**src/sv/pwm_duty_period_capture_core_macros.svh**
```systemverilog
// assertion macros for the pwm duty/period capture block
// used by the top level only, no other dependencies
`ifndef PWM_DUTY_PERIOD_CAPTURE_CORE_MACROS_SVH
`define PWM_DUTY_PERIOD_CAPTURE_CORE_MACROS_SVH

// same-cycle implication, held off during reset
`define PDPC_ASSERT_IMP(label, clk, rst, ante, cons) \
  label: assert property (@(posedge clk) disable iff (rst) (ante) |-> (cons)) \
    else $error("pdpc assertion failed");

// next-cycle implication, held off during reset
`define PDPC_ASSERT_NXT(label, clk, rst, ante, cons) \
  label: assert property (@(posedge clk) disable iff (rst) (ante) |=> (cons)) \
    else $error("pdpc assertion failed");

`endif

```
**src/sv/pdpc_pkg.sv**
```systemverilog
// shared types and constants for the pwm duty/period capture block
// no dependencies
`timescale 1ns / 1ps

package pdpc_pkg;

  localparam int unsigned TIMEOUT_W  = 16;
  localparam int unsigned RES_W      = 16;
  localparam int unsigned STATUS_W   = 2;

  localparam logic [TIMEOUT_W-1:0] TIMEOUT_RESET = TIMEOUT_W'(20160 / 13);

  localparam logic [STATUS_W-1:0] ST_MEASURED   = 2'd0;
  localparam logic [STATUS_W-1:0] ST_CONST_LOW  = 2'd1;
  localparam logic [STATUS_W-1:0] ST_CONST_HIGH = 2'd2;

  typedef struct packed {
    logic [STATUS_W-1:0] capture_status;
    logic [RES_W-1:0]    high_width;
    logic [RES_W-1:0]    period_width;
  } result_t;

endpackage

```
**src/sv/pdpc_sample_if.sv**
```systemverilog
// input channel carrying one pwm level sample per transaction
// depends on nothing
`timescale 1ns / 1ps

interface pdpc_sample_if;
  logic valid;
  logic ready;
  logic pwm_level;

  modport source (output valid, output pwm_level, input ready);
  modport sink (input valid, input pwm_level, output ready);
endinterface

```
**src/sv/pdpc_result_if.sv**
```systemverilog
// output channel carrying one capture result per transaction
// depends on pdpc_pkg
`timescale 1ns / 1ps

interface pdpc_result_if;
  logic                                valid;
  logic                                ready;
  logic [pdpc_pkg::STATUS_W-1:0]       capture_status;
  logic [pdpc_pkg::RES_W-1:0]          high_width;
  logic [pdpc_pkg::RES_W-1:0]          period_width;

  modport source (output valid, output capture_status, output high_width,
                  output period_width, input ready);
  modport sink (input valid, input capture_status, input high_width,
                input period_width, output ready);
endinterface

```
**src/sv/pdpc_meas.sv**
```systemverilog
// measurement state machine: phase tracking, timeout countdown and width counters
// depends on pdpc_pkg
`timescale 1ns / 1ps

module pdpc_meas #(
  parameter int unsigned COUNT_WIDTH = 16
) (
  input  logic                   clk,
  input  logic                   rst,
  input  logic                   step,
  input  logic                   level,
  input  logic [COUNT_WIDTH-1:0] limit,
  output logic                   emit,
  output pdpc_pkg::result_t      res
);

  typedef enum logic [1:0] {
    CAPTURE,
    WAIT_EDGE,
    OPPOSITE,
    RETURN
  } phase_t;

  phase_t                 phase, phase_next;
  logic                   start_level, start_level_next;
  logic [COUNT_WIDTH-1:0] wait_countdown, wait_countdown_next;
  logic [COUNT_WIDTH-1:0] first_width, first_width_next;
  logic [COUNT_WIDTH-1:0] full_width, full_width_next;

  logic [COUNT_WIDTH-1:0] cd_dec;
  logic [COUNT_WIDTH-1:0] first_inc;
  logic [COUNT_WIDTH-1:0] full_inc;
  logic [COUNT_WIDTH-1:0] hi_raw;
  logic [COUNT_WIDTH+pdpc_pkg::RES_W-1:0] hi_ext;
  logic [COUNT_WIDTH+pdpc_pkg::RES_W-1:0] per_ext;
  logic [pdpc_pkg::STATUS_W-1:0] same_kind;
  logic [pdpc_pkg::STATUS_W-1:0] opposite_kind;
  logic                   same;

  assign cd_dec    = wait_countdown - COUNT_WIDTH'(1);
  assign first_inc = first_width + COUNT_WIDTH'(1);
  assign full_inc  = full_width + COUNT_WIDTH'(1);
  assign same      = (level == start_level);
  assign same_kind     = start_level ? pdpc_pkg::ST_CONST_HIGH : pdpc_pkg::ST_CONST_LOW;
  assign opposite_kind = start_level ? pdpc_pkg::ST_CONST_LOW : pdpc_pkg::ST_CONST_HIGH;
  assign hi_raw    = start_level ? (full_width - first_width) : first_width;
  assign hi_ext    = {{pdpc_pkg::RES_W{1'b0}}, hi_raw};
  assign per_ext   = {{pdpc_pkg::RES_W{1'b0}}, full_width};

  always_comb begin
    phase_next          = phase;
    start_level_next    = start_level;
    wait_countdown_next = wait_countdown;
    first_width_next    = first_width;
    full_width_next     = full_width;
    emit                = 1'b0;
    res.capture_status  = pdpc_pkg::ST_MEASURED;
    res.high_width      = '0;
    res.period_width    = '0;
    case (phase)
      CAPTURE: begin
        start_level_next    = level;
        wait_countdown_next = limit;
        first_width_next    = '0;
        full_width_next     = '0;
        phase_next          = WAIT_EDGE;
      end
      WAIT_EDGE: begin
        if (same) begin
          wait_countdown_next = cd_dec;
          if (cd_dec == '0) begin
            emit               = 1'b1;
            res.capture_status = same_kind;
          end
        end else begin
          first_width_next = COUNT_WIDTH'(1);
          if (limit == COUNT_WIDTH'(1)) begin
            emit               = 1'b1;
            res.capture_status = opposite_kind;
          end else begin
            phase_next = OPPOSITE;
          end
        end
      end
      OPPOSITE: begin
        if (!same) begin
          first_width_next = first_inc;
          if (first_inc == limit) begin
            emit               = 1'b1;
            res.capture_status = opposite_kind;
          end
        end else begin
          full_width_next = first_inc;
          if (first_inc == limit) begin
            emit               = 1'b1;
            res.capture_status = same_kind;
          end else begin
            phase_next = RETURN;
          end
        end
      end
      RETURN: begin
        if (same) begin
          full_width_next = full_inc;
          if (full_inc == limit) begin
            emit               = 1'b1;
            res.capture_status = same_kind;
          end
        end else begin
          emit             = 1'b1;
          res.high_width   = hi_ext[pdpc_pkg::RES_W-1:0];
          res.period_width = per_ext[pdpc_pkg::RES_W-1:0];
        end
      end
      default: begin
        phase_next = CAPTURE;
      end
    endcase
    if (emit) begin
      phase_next = CAPTURE;
    end
  end

  always_ff @(posedge clk) begin
    if (rst) begin
      phase          <= CAPTURE;
      start_level    <= 1'b0;
      wait_countdown <= '0;
      first_width    <= '0;
      full_width     <= '0;
    end else if (step) begin
      phase          <= phase_next;
      start_level    <= start_level_next;
      wait_countdown <= wait_countdown_next;
      first_width    <= first_width_next;
      full_width     <= full_width_next;
    end
  end

endmodule

```
**src/sv/pdpc_out_stage.sv**
```systemverilog
// result register between the measurement logic and the output channel
// depends on pdpc_pkg
`timescale 1ns / 1ps

module pdpc_out_stage (
  input  logic              clk,
  input  logic              rst,
  input  logic              load,
  input  pdpc_pkg::result_t load_data,
  input  logic              ready,
  output logic              valid,
  output pdpc_pkg::result_t data
);

  always_ff @(posedge clk) begin
    if (rst) begin
      valid <= 1'b0;
    end else if (load) begin
      valid <= 1'b1;
    end else if (ready) begin
      valid <= 1'b0;
    end
  end

  always_ff @(posedge clk) begin
    if (load) begin
      data <= load_data;
    end
  end

endmodule

```
**src/sv/pwm_duty_period_capture_core.sv**
```systemverilog
// pwm duty/period capture: one level sample per transaction in, zero or one result out
// the sample that ends a measurement passes the sample register, then the result register, before its result is shown
// throughput: one sample per cycle while the result side is not stalled
// the sample register and the result register set the two stages
// synchronous active-high reset clears phase, counters and valid flags, timeout to 1550
// depends on pdpc_pkg, pdpc_sample_if, pdpc_result_if, pdpc_meas, pdpc_out_stage and the assertion macros header
`timescale 1ns / 1ps
`include "pwm_duty_period_capture_core_macros.svh"

module pwm_duty_period_capture_core #(
  parameter int unsigned COUNT_WIDTH = 16
) (
  input  logic                             clk,
  input  logic                             rst,
  input  logic                             cfg_wr_en,
  input  logic [pdpc_pkg::TIMEOUT_W-1:0]   cfg_wr_data,
  pdpc_sample_if.sink                      sample,
  pdpc_result_if.source                    result
);

  logic [pdpc_pkg::TIMEOUT_W-1:0] timeout_samples;
  logic [COUNT_WIDTH+pdpc_pkg::TIMEOUT_W-1:0] limit_ext;
  logic [COUNT_WIDTH-1:0] limit;

  logic s1_valid;
  logic s1_level;
  logic s1_adv;
  logic emit;
  logic out_valid;
  pdpc_pkg::result_t step_res;
  pdpc_pkg::result_t out_data;

  // timeout register
  always_ff @(posedge clk) begin
    if (rst) begin
      timeout_samples <= pdpc_pkg::TIMEOUT_RESET;
    end else if (cfg_wr_en) begin
      timeout_samples <= cfg_wr_data;
    end
  end

  assign limit_ext = {{COUNT_WIDTH{1'b0}}, timeout_samples};
  assign limit     = limit_ext[COUNT_WIDTH-1:0];

  // sample register
  assign s1_adv       = s1_valid && (!out_valid || result.ready);
  assign sample.ready = !s1_valid || s1_adv;

  always_ff @(posedge clk) begin
    if (rst) begin
      s1_valid <= 1'b0;
    end else if (sample.ready) begin
      s1_valid <= sample.valid;
    end
  end

  always_ff @(posedge clk) begin
    if (sample.valid && sample.ready) begin
      s1_level <= sample.pwm_level;
    end
  end

  pdpc_meas #(
    .COUNT_WIDTH(COUNT_WIDTH)
  ) u_meas (
    .clk   (clk),
    .rst   (rst),
    .step  (s1_adv),
    .level (s1_level),
    .limit (limit),
    .emit  (emit),
    .res   (step_res)
  );

  pdpc_out_stage u_out (
    .clk       (clk),
    .rst       (rst),
    .load      (s1_adv && emit),
    .load_data (step_res),
    .ready     (result.ready),
    .valid     (out_valid),
    .data      (out_data)
  );

  assign result.valid          = out_valid;
  assign result.capture_status = out_data.capture_status;
  assign result.high_width     = out_data.high_width;
  assign result.period_width   = out_data.period_width;

  `PDPC_ASSERT_IMP(a_const_zero_widths, clk, rst,
    out_valid && (out_data.capture_status != pdpc_pkg::ST_MEASURED),
    (out_data.high_width == '0) && (out_data.period_width == '0))
  `PDPC_ASSERT_IMP(a_result_from_step, clk, rst, $rose(out_valid), $past(s1_adv))
  `PDPC_ASSERT_NXT(a_sample_held, clk, rst, s1_valid && !s1_adv, s1_valid && $stable(s1_level))

endmodule
```
**src/flat_wrapper.sv**
```systemverilog
// flat-port wrapper written by rule: the top's interface ports become plain ports
module pwm_duty_period_capture_core_flat 
#(
  parameter int unsigned COUNT_WIDTH = 16
)
  (clk, rst, cfg_wr_en, cfg_wr_data, sample_valid, sample_pwm_level, sample_ready, result_valid, result_capture_status, result_high_width, result_period_width, result_ready);
  pdpc_sample_if sample_i ();
  pdpc_result_if result_i ();
  input  logic clk;
  input  logic rst;
  input  logic cfg_wr_en;
  input  logic [pdpc_pkg::TIMEOUT_W-1:0] cfg_wr_data;
  input wire logic [$bits(sample_i.valid)-1:0] sample_valid;
  input wire logic [$bits(sample_i.pwm_level)-1:0] sample_pwm_level;
  output wire logic [$bits(sample_i.ready)-1:0] sample_ready;
  output wire logic [$bits(result_i.valid)-1:0] result_valid;
  output wire logic [$bits(result_i.capture_status)-1:0] result_capture_status;
  output wire logic [$bits(result_i.high_width)-1:0] result_high_width;
  output wire logic [$bits(result_i.period_width)-1:0] result_period_width;
  input wire logic [$bits(result_i.ready)-1:0] result_ready;
  assign sample_i.valid = sample_valid;
  assign sample_i.pwm_level = sample_pwm_level;
  assign sample_ready = sample_i.ready;
  assign result_valid = result_i.valid;
  assign result_capture_status = result_i.capture_status;
  assign result_high_width = result_i.high_width;
  assign result_period_width = result_i.period_width;
  assign result_i.ready = result_ready;
  pwm_duty_period_capture_core #(.COUNT_WIDTH(COUNT_WIDTH)) u_core (.clk(clk), .rst(rst), .cfg_wr_en(cfg_wr_en), .cfg_wr_data(cfg_wr_data), .sample(sample_i), .result(result_i));
endmodule
```
**config.mk**
```make
export PLATFORM = sky130hd
export DESIGN_NAME = pwm_duty_period_capture_core_flat
export DESIGN_NICKNAME = d
export VERILOG_FILES = /design/src/sv/pdpc_pkg.sv /design/src/sv/pdpc_sample_if.sv /design/src/sv/pdpc_result_if.sv /design/src/sv/pdpc_meas.sv /design/src/sv/pdpc_out_stage.sv /design/src/sv/pwm_duty_period_capture_core.sv /design/src/flat_wrapper.sv
export VERILOG_INCLUDE_DIRS = /design/src /design/src/sv
export SDC_FILE = /design/constraint.sdc
export NUM_CORES = 1
export LEC_CHECK = 0
export ABC_CLOCK_PERIOD_IN_PS = 6100
export BUFFER_PORTS_ARGS = -buffer_cell sky130_fd_sc_hd__buf_2
export CELL_PAD_IN_SITES_DETAIL_PLACEMENT = 0
export CELL_PAD_IN_SITES_GLOBAL_PLACEMENT = 1
export CORE_ASPECT_RATIO = 1.4
export CORE_UTILIZATION = 46
export DETAILED_ROUTE_END_ITERATION = 12
export PLACE_DENSITY = 0.81
export REMOVE_ABC_BUFFERS = 1
export SLEW_MARGIN = 15
export SYNTH_ARGS = -nofsm -noshare
export SYNTH_HDL_FRONTEND = slang
export SYNTH_SLANG_ARGS = --single-unit
```
**constraint.sdc**
```tcl
create_clock -name clk -period 6.1 [get_ports clk]
set_input_delay 1.22 -clock clk [delete_from_list [all_inputs] [get_ports clk]]
set_output_delay 1.22 -clock clk [all_outputs]
set_load 0.05 [all_outputs]
```
# Word-level counts from Yosys, hierarchy flattened
# Index checks and enable logic that the tools add are counted.
# word_totals
reg_bits	104
latchBits	0
ram_bits	0
rom_bits	0
inputBits	22
wordCells	88
mem_count	0
# classes
addsub	4
multipliers	0
div_mod_pow	0
magnitude_cmp	0
eq_ne	16
n_shift	0
n_mux	35
n_bitwise	1
reduce_logical	20
# op_table
operator	n
two-way mux 16 bit	6
case mux 16 bit (3 select lines)	2
adder 16 x 1 -> 16 bit, second input constant	2
== test 16 bit	2
case mux 16 bit (2 select lines)	1
two-way mux 2 bit	15
== test 16 x 1 -> 1 bit, second input constant	1
zero test 16 bit	1
subtractor 16 x 1 -> 16 bit, second input constant	1
subtractor 16 bit	1
inequality test 3 x 2 -> 1 bit, second input constant	4
case mux 2 bit (3 select lines)	2
inequality test 2 bit, second input constant	5
two-way mux 1 bit	8
AND reduction 4 bit	2
AND reduction 6 bit	1
nonzero test 3 bit	2
== test 2 bit, second input constant	2
nonzero test 2 bit	2
nonzero test 4 bit	1
logical AND 1 bit	3
case mux 1 bit (3 select lines)	1
AND reduction 3 bit	1
== test 2 x 1 -> 1 bit, second input constant	1
7 further kinds	9

# Logic depth before layout (Yosys ltp)
# logic_depth
word_depth	7
depth_mapped	12
depth_no_buf	12

# Modules after synthesis
# From an unflattened synthesis, not the netlist that was laid out.
# unflattened
hier_cells	903
hier_area_um2	7364.6
# by_module_without_submodules
module	instances	cells_per_inst	area_each_um2	seq_area_each_um2
pdpc_meas	1	804	5617.9	1021.0
pdpc_out_stage	1	38	1059.8	1041.0
pwm_duty_period_capture_core	1	61	686.9	370.4

# Worst setup path before layout
# No wires, ideal clock.
# synth_path
path_kind	register to register
start	register u_core.u_meas.wait_countdown[0]
end	register u_core.u_meas.phase[0]
setup_time_ns	0.123
arrival_time_ns	4.419
t_required_ns	5.977
slack_ns	1.557
stages_incl_launch_ff	11
synth_period_minus_slack_ns	4.543
path_cell_list	dfxtp_1 inv_1 ha_1 or4b_4 or4b_1 a21oi_1 o2111ai_1 o21a_1 a311oi_2 o32a_2 mux2_1
# synth_between
elab_chain_len	7
elab_cells_between_ends	12
# synth_rtl
item	line_no	text
start: declaration	pdpc_meas.sv:26	logic [COUNT_WIDTH-1:0] wait_countdown, wait_countdown_next;
start signal: assignment	pdpc_meas.sv:134	wait_countdown <= wait_countdown_next;
subtractor 16 x 1 -> 16 bit (*)	pdpc_meas.sv:40	assign cd_dec = wait_countdown - COUNT_WIDTH'(1);
zero test 16 bit (*)	pdpc_meas.sv:71	if (cd_dec == '0) begin
two-way mux 1 bit (*)	pdpc_meas.sv:71	
two-way mux 1 bit (*)	pdpc_meas.sv:69	if (same) begin
case mux 1 bit (3 select lines) (*)	pdpc_meas.sv:60	case (phase)
inequality test 3 x 2 -> 1 bit (no line) / nonzero test 4 bit (equally long branches)	n/a	
AND reduction 6 bit (no line)	n/a	
end signal: assignment	pdpc_meas.sv:132	phase <= phase_next;
end: declaration	pdpc_meas.sv:24	phase_t phase, phase_next;
# Mark *: on every way between the ends. The rest lies on a longest branch, timed or not.
# A chain may end at the register's enable or synchronous reset.

# Worst setup path in the final report
# layout_path
start	register u_core.u_meas.phase[1]
end	register u_core.u_meas.phase[0]
# layout_between
elab_chain_len	4
elab_cells_between_ends	13
# layout_rtl
item	line_no
== test 2 bit / == test 2 x 1 -> 1 bit (equally long branches)	pdpc_meas.sv:60
case mux 1 bit (3 select lines)	pdpc_meas.sv:60
inequality test 3 x 2 -> 1 bit (no line) / nonzero test 4 bit (equally long branches)	n/a
AND reduction 6 bit (no line)	n/a
# Several ways; a longest one is shown, not always the timed one.

==> flow_metrics.env <==
export IMPL_core_rowCount=52
export IMPL_grt_overflow_total=0
export IMPL_p_leak_nw=2.641
export IMPL_cpPeakStageDelay_ns=0.51
export IMPL_final_fill_count=1435
export IMPL_worst_ep_required_time_ns=6.34
export IMPL_clk_pin_slew_ns=0.07
export IMPL_die_y_um=147.8
export IMPL_ir_drop_uv=119.9
export IMPL_io_pins=58
export IMPL_cts_tree="done"
export IMPL_drt_wl_total_mm=19.95
export IMPL_n_antenna_cell=0
export IMPL_intPower_mw=1.187
export IMPL_min_delay_path_depth=2
export IMPL_drive_gt1_share_pct=10.07
export IMPL_root_buffer="clkbuf_16"
export IMPL_drv_cap=0
export IMPL_use_met1_pct=31.41
export IMPL_outcome="finished clean"
export IMPL_slew_viol_final=0
export IMPL_drtPass1Iterations=5
export IMPL_synth_edff_count=35
export IMPL_r2r_slack_ns=1.97
export IMPL_synth_seq_cells=104
export IMPL_synth_area_leader_cell="dfxtp_1"
export IMPL_wire_per_inst_um=18.42
export IMPL_clk_path_buf_depth=2
export IMPL_combPwrFrac_pct=15.6
export IMPL_synth_area_um2=6989
export IMPL_setup_violations=0
export IMPL_finalPower_mw=1.650
export IMPL_yosysTopAreaCellShare_pct=19.76
export IMPL_drc=0
export IMPL_numPortBuffers=57
export IMPL_start_util_pct=47.74
export IMPL_min_delay_path_class="flop to flop"
export IMPL_placed_area_um2=7335
export IMPL_clk_latency_ns=0.36
export IMPL_area_growth_pct=9.416
export IMPL_grt_antenna_before_repair=0
export IMPL_grt_total_usage_pct=26.73
export IMPL_multi_input_area_um2=4163
export IMPL_met3_usage_pct=3.483
export IMPL_via_count=6500
export IMPL_slowest_stage="a2111oi_0"
export IMPL_die_x_um=106.2
export IMPL_timing_critical_path_arrival_ns=4.37
export IMPL_p_switching_uw=462.8
export IMPL_cp_max_fo=36
export IMPL_grt_pass1_wl_mm=32.69
export IMPL_ys_types=70
export IMPL_cts_sinks=104
export IMPL_seq_power_share_pct=46.4
export IMPL_post_route_worst_setup_slack_ns=1.970
export IMPL_place_hpwl_mm=14.92
export IMPL_p_clk_share_pct=38.0
export IMPL_design_die_area_um2=15700
export IMPL_p_sw_share_pct=28.06
export IMPL_stdcell_area_um2=7647
export IMPL_pre_cts_ws_ns=2.006
export IMPL_post_route_min_period_ns=4.130
export IMPL_synthCells=876
export IMPL_cts_setup_buffers=0
export IMPL_register_area_um2=2432
export IMPL_met2_usage_pct=47.50
export IMPL_avgViaCountPerCell=6.002
export IMPL_cts_buffers=9
export IMPL_crit_start="u_core.u_meas.phase[1]$_SDFFE_PP0P_"
export IMPL_end_kind="flop"
export IMPL_powerDensity_nw_per_um2=215.7
export IMPL_rr_worst_depth=12
export IMPL_rsz0062_at_grt="no"
export IMPL_async_flop_share_pct=0
export IMPL_finClkSkew_ns=0.01275
export IMPL_synth_ff_type="dfxtp_1"
export IMPL_drtAntennaViolNets=0
export IMPL_utilization_pct=52.24
export IMPL_hold_violations=0
export IMPL_critPathKind="flop to flop"
export IMPL_yosysWarnings=0
export IMPL_first_global_vias=6255
export IMPL_core_area_um2=14640
export IMPL_grt_start_max_net_pins=50
export IMPL_gr_max_usage_layer="met2"
export IMPL_maxSlewHeadroom_pct=22.60
export IMPL_min_from="u_core.u_meas.wait_countdown[1]$_SDFFE_PP0P_"
export IMPL_drt_iter0_markers=483
export IMPL_ys_top_cells_by_count="123 x nor2_1, 69 x a21oi_1, 69 x dfxtp_1"
export IMPL_cts_resized=0
export IMPL_cts_htree_levels=3
export IMPL_crit_path_cell_trace="ha_1 > buf_4 > inv_2 > a31oi_1 > or4b_1 > a2111oi_0 > nand4_1 > and2_1 > a311oi_4 > buf_4 > o32a_2 > mux2_1"
export IMPL_gp_congestion=0.9593
export IMPL_fin_setup_tns_ns=0
export IMPL_netlist_top_cells_area="dfxtp_1 20%, edfxtp_1 15%, nor2_1 6.6%, xnor2_1 5.6%, a21oi_1 4.9%"
export IMPL_max_freq_mhz=242.1
export IMPL_reg2reg_from="u_core.u_meas.phase[1]$_SDFFE_PP0P_"
export IMPL_worst_setup_path_start_kind="flop"
export IMPL_yosysSeqAreaShare_pct=34.80
export IMPL_avgSynthCellArea_um2=7.979
export IMPL_path_common_cell="buf_4"
export IMPL_period_share_pct=67.71
export IMPL_postCtsHoldBufs=0
export IMPL_tightest_slew_ns=1.161
export IMPL_yosysMostFrequentCell="nor2_1"
export IMPL_fin_nets=935
==> through the flow <==
| stage | std cells | hold slack, ns |
|---|---|---|
| floorplan | 811 | 0.4527 |
| global placement | 1067 | 0.4726 |
| detailed placement | 1067 | 0.4881 |
| CTS | 1083 | 0.4978 |
| global route | 1083 | 0.5252 |
| finish | 1083 | 0.5043 |
==> path summary, 6_finish.rpt <==
kind                                                                      to
worst max-delay path                     u_core.u_meas.phase[0]$_SDFFE_PP0P_
worst min-delay path            u_core.u_meas.wait_countdown[1]$_SDFFE_PP0P_
worst max register to register           u_core.u_meas.phase[0]$_SDFFE_PP0P_
worst min register to register  u_core.u_meas.wait_countdown[1]$_SDFFE_PP0P_
==> state kept, by name, summed over array words and instances, names as in the netlist <==
register,flops
u_core.limit,16
u_core.s1_level,1
u_core.s1_valid,1
u_core.u_meas.first_width,16
u_core.u_meas.full_width,16
u_core.u_meas.phase,2
u_core.u_meas.start_level,1
u_core.u_meas.wait_countdown,16
u_core.u_out.data,34
u_core.u_out.valid,1
==> power groups by stage <==
stage | Sequential [mW] | Combinational [mW] | Clock [mW]
3_3_place_gp | 0.778 | 0.250 | 0
2_1_floorplan | 0.769 | 0.178 | 0
4_1_cts | 0.763 | 0.257 | 0.635
3_5_place_dp | 0.779 | 0.256 | 0
5_1_grt | 0.768 | 0.287 | 0.659
6_report | 0.765 | 0.257 | 0.627
==> metal layers <==
metal	share of wire, %	wire (um)
met5	0	0
met2	51	10190
met1	40	8058
met3	4.3	857
met4	4.2	846
==> placed cells by master (no fill, tap or decap), drive strengths merged, types with 14 or more instances in the layout <==
cell | netlist | layout
mux2i | 24 | 24
and3 | 20 | 20
ha | 23 | 23
nand3 | 25 | 25
nor3 | 21 | 21
a21oi | 69 | 69
nor2 | 124 | 124
xnor2 | 45 | 45
xor2 | 17 | 17
nor2b | 16 | 16
o21ai | 41 | 41
edfxtp | 35 | 35
nand2 | 65 | 65
dfxtp | 69 | 69
buf | 18 | 67
inv | 38 | 38
nand4 | 14 | 14
==> cell type report <==
type | count | area share [%]
sequential | 104 | 31.81
clock buffer | 10 | 2.994
inverter | 38 | 1.865
tap | 189 | 3.092
timing repair buffer | 67 | 4.712
clock inverter | 6 | 1.096
multi-input combinational | 669 | 54.43
==> cell families after synthesis <==
| kind of cell | share of synthesized area (%) |
|---|---|
| and+or+nand+nor | 24.60 |
| AOI/OAI and AO/OA | 18.80 |
| DFF | 34.80 |
| buffers and inverters | 5.872 |
| xor gates and xnor gates | 7.769 |
| muxes | 3.759 |
| adders and majority gates | 4.404 |
==> critical path, delay by kind of cell, from the launching register on <==
family	cells	cell delay, ns
muxes	1	0.32
AOI/OAI and AO/OA	4	1.15
buffers and inverters	3	0.92
and+or+nand+nor	3	1.01
adders and majority gates	1	0.18
DFF	1	0.42
No activity file was read; power rests on OpenSTA's default activity.
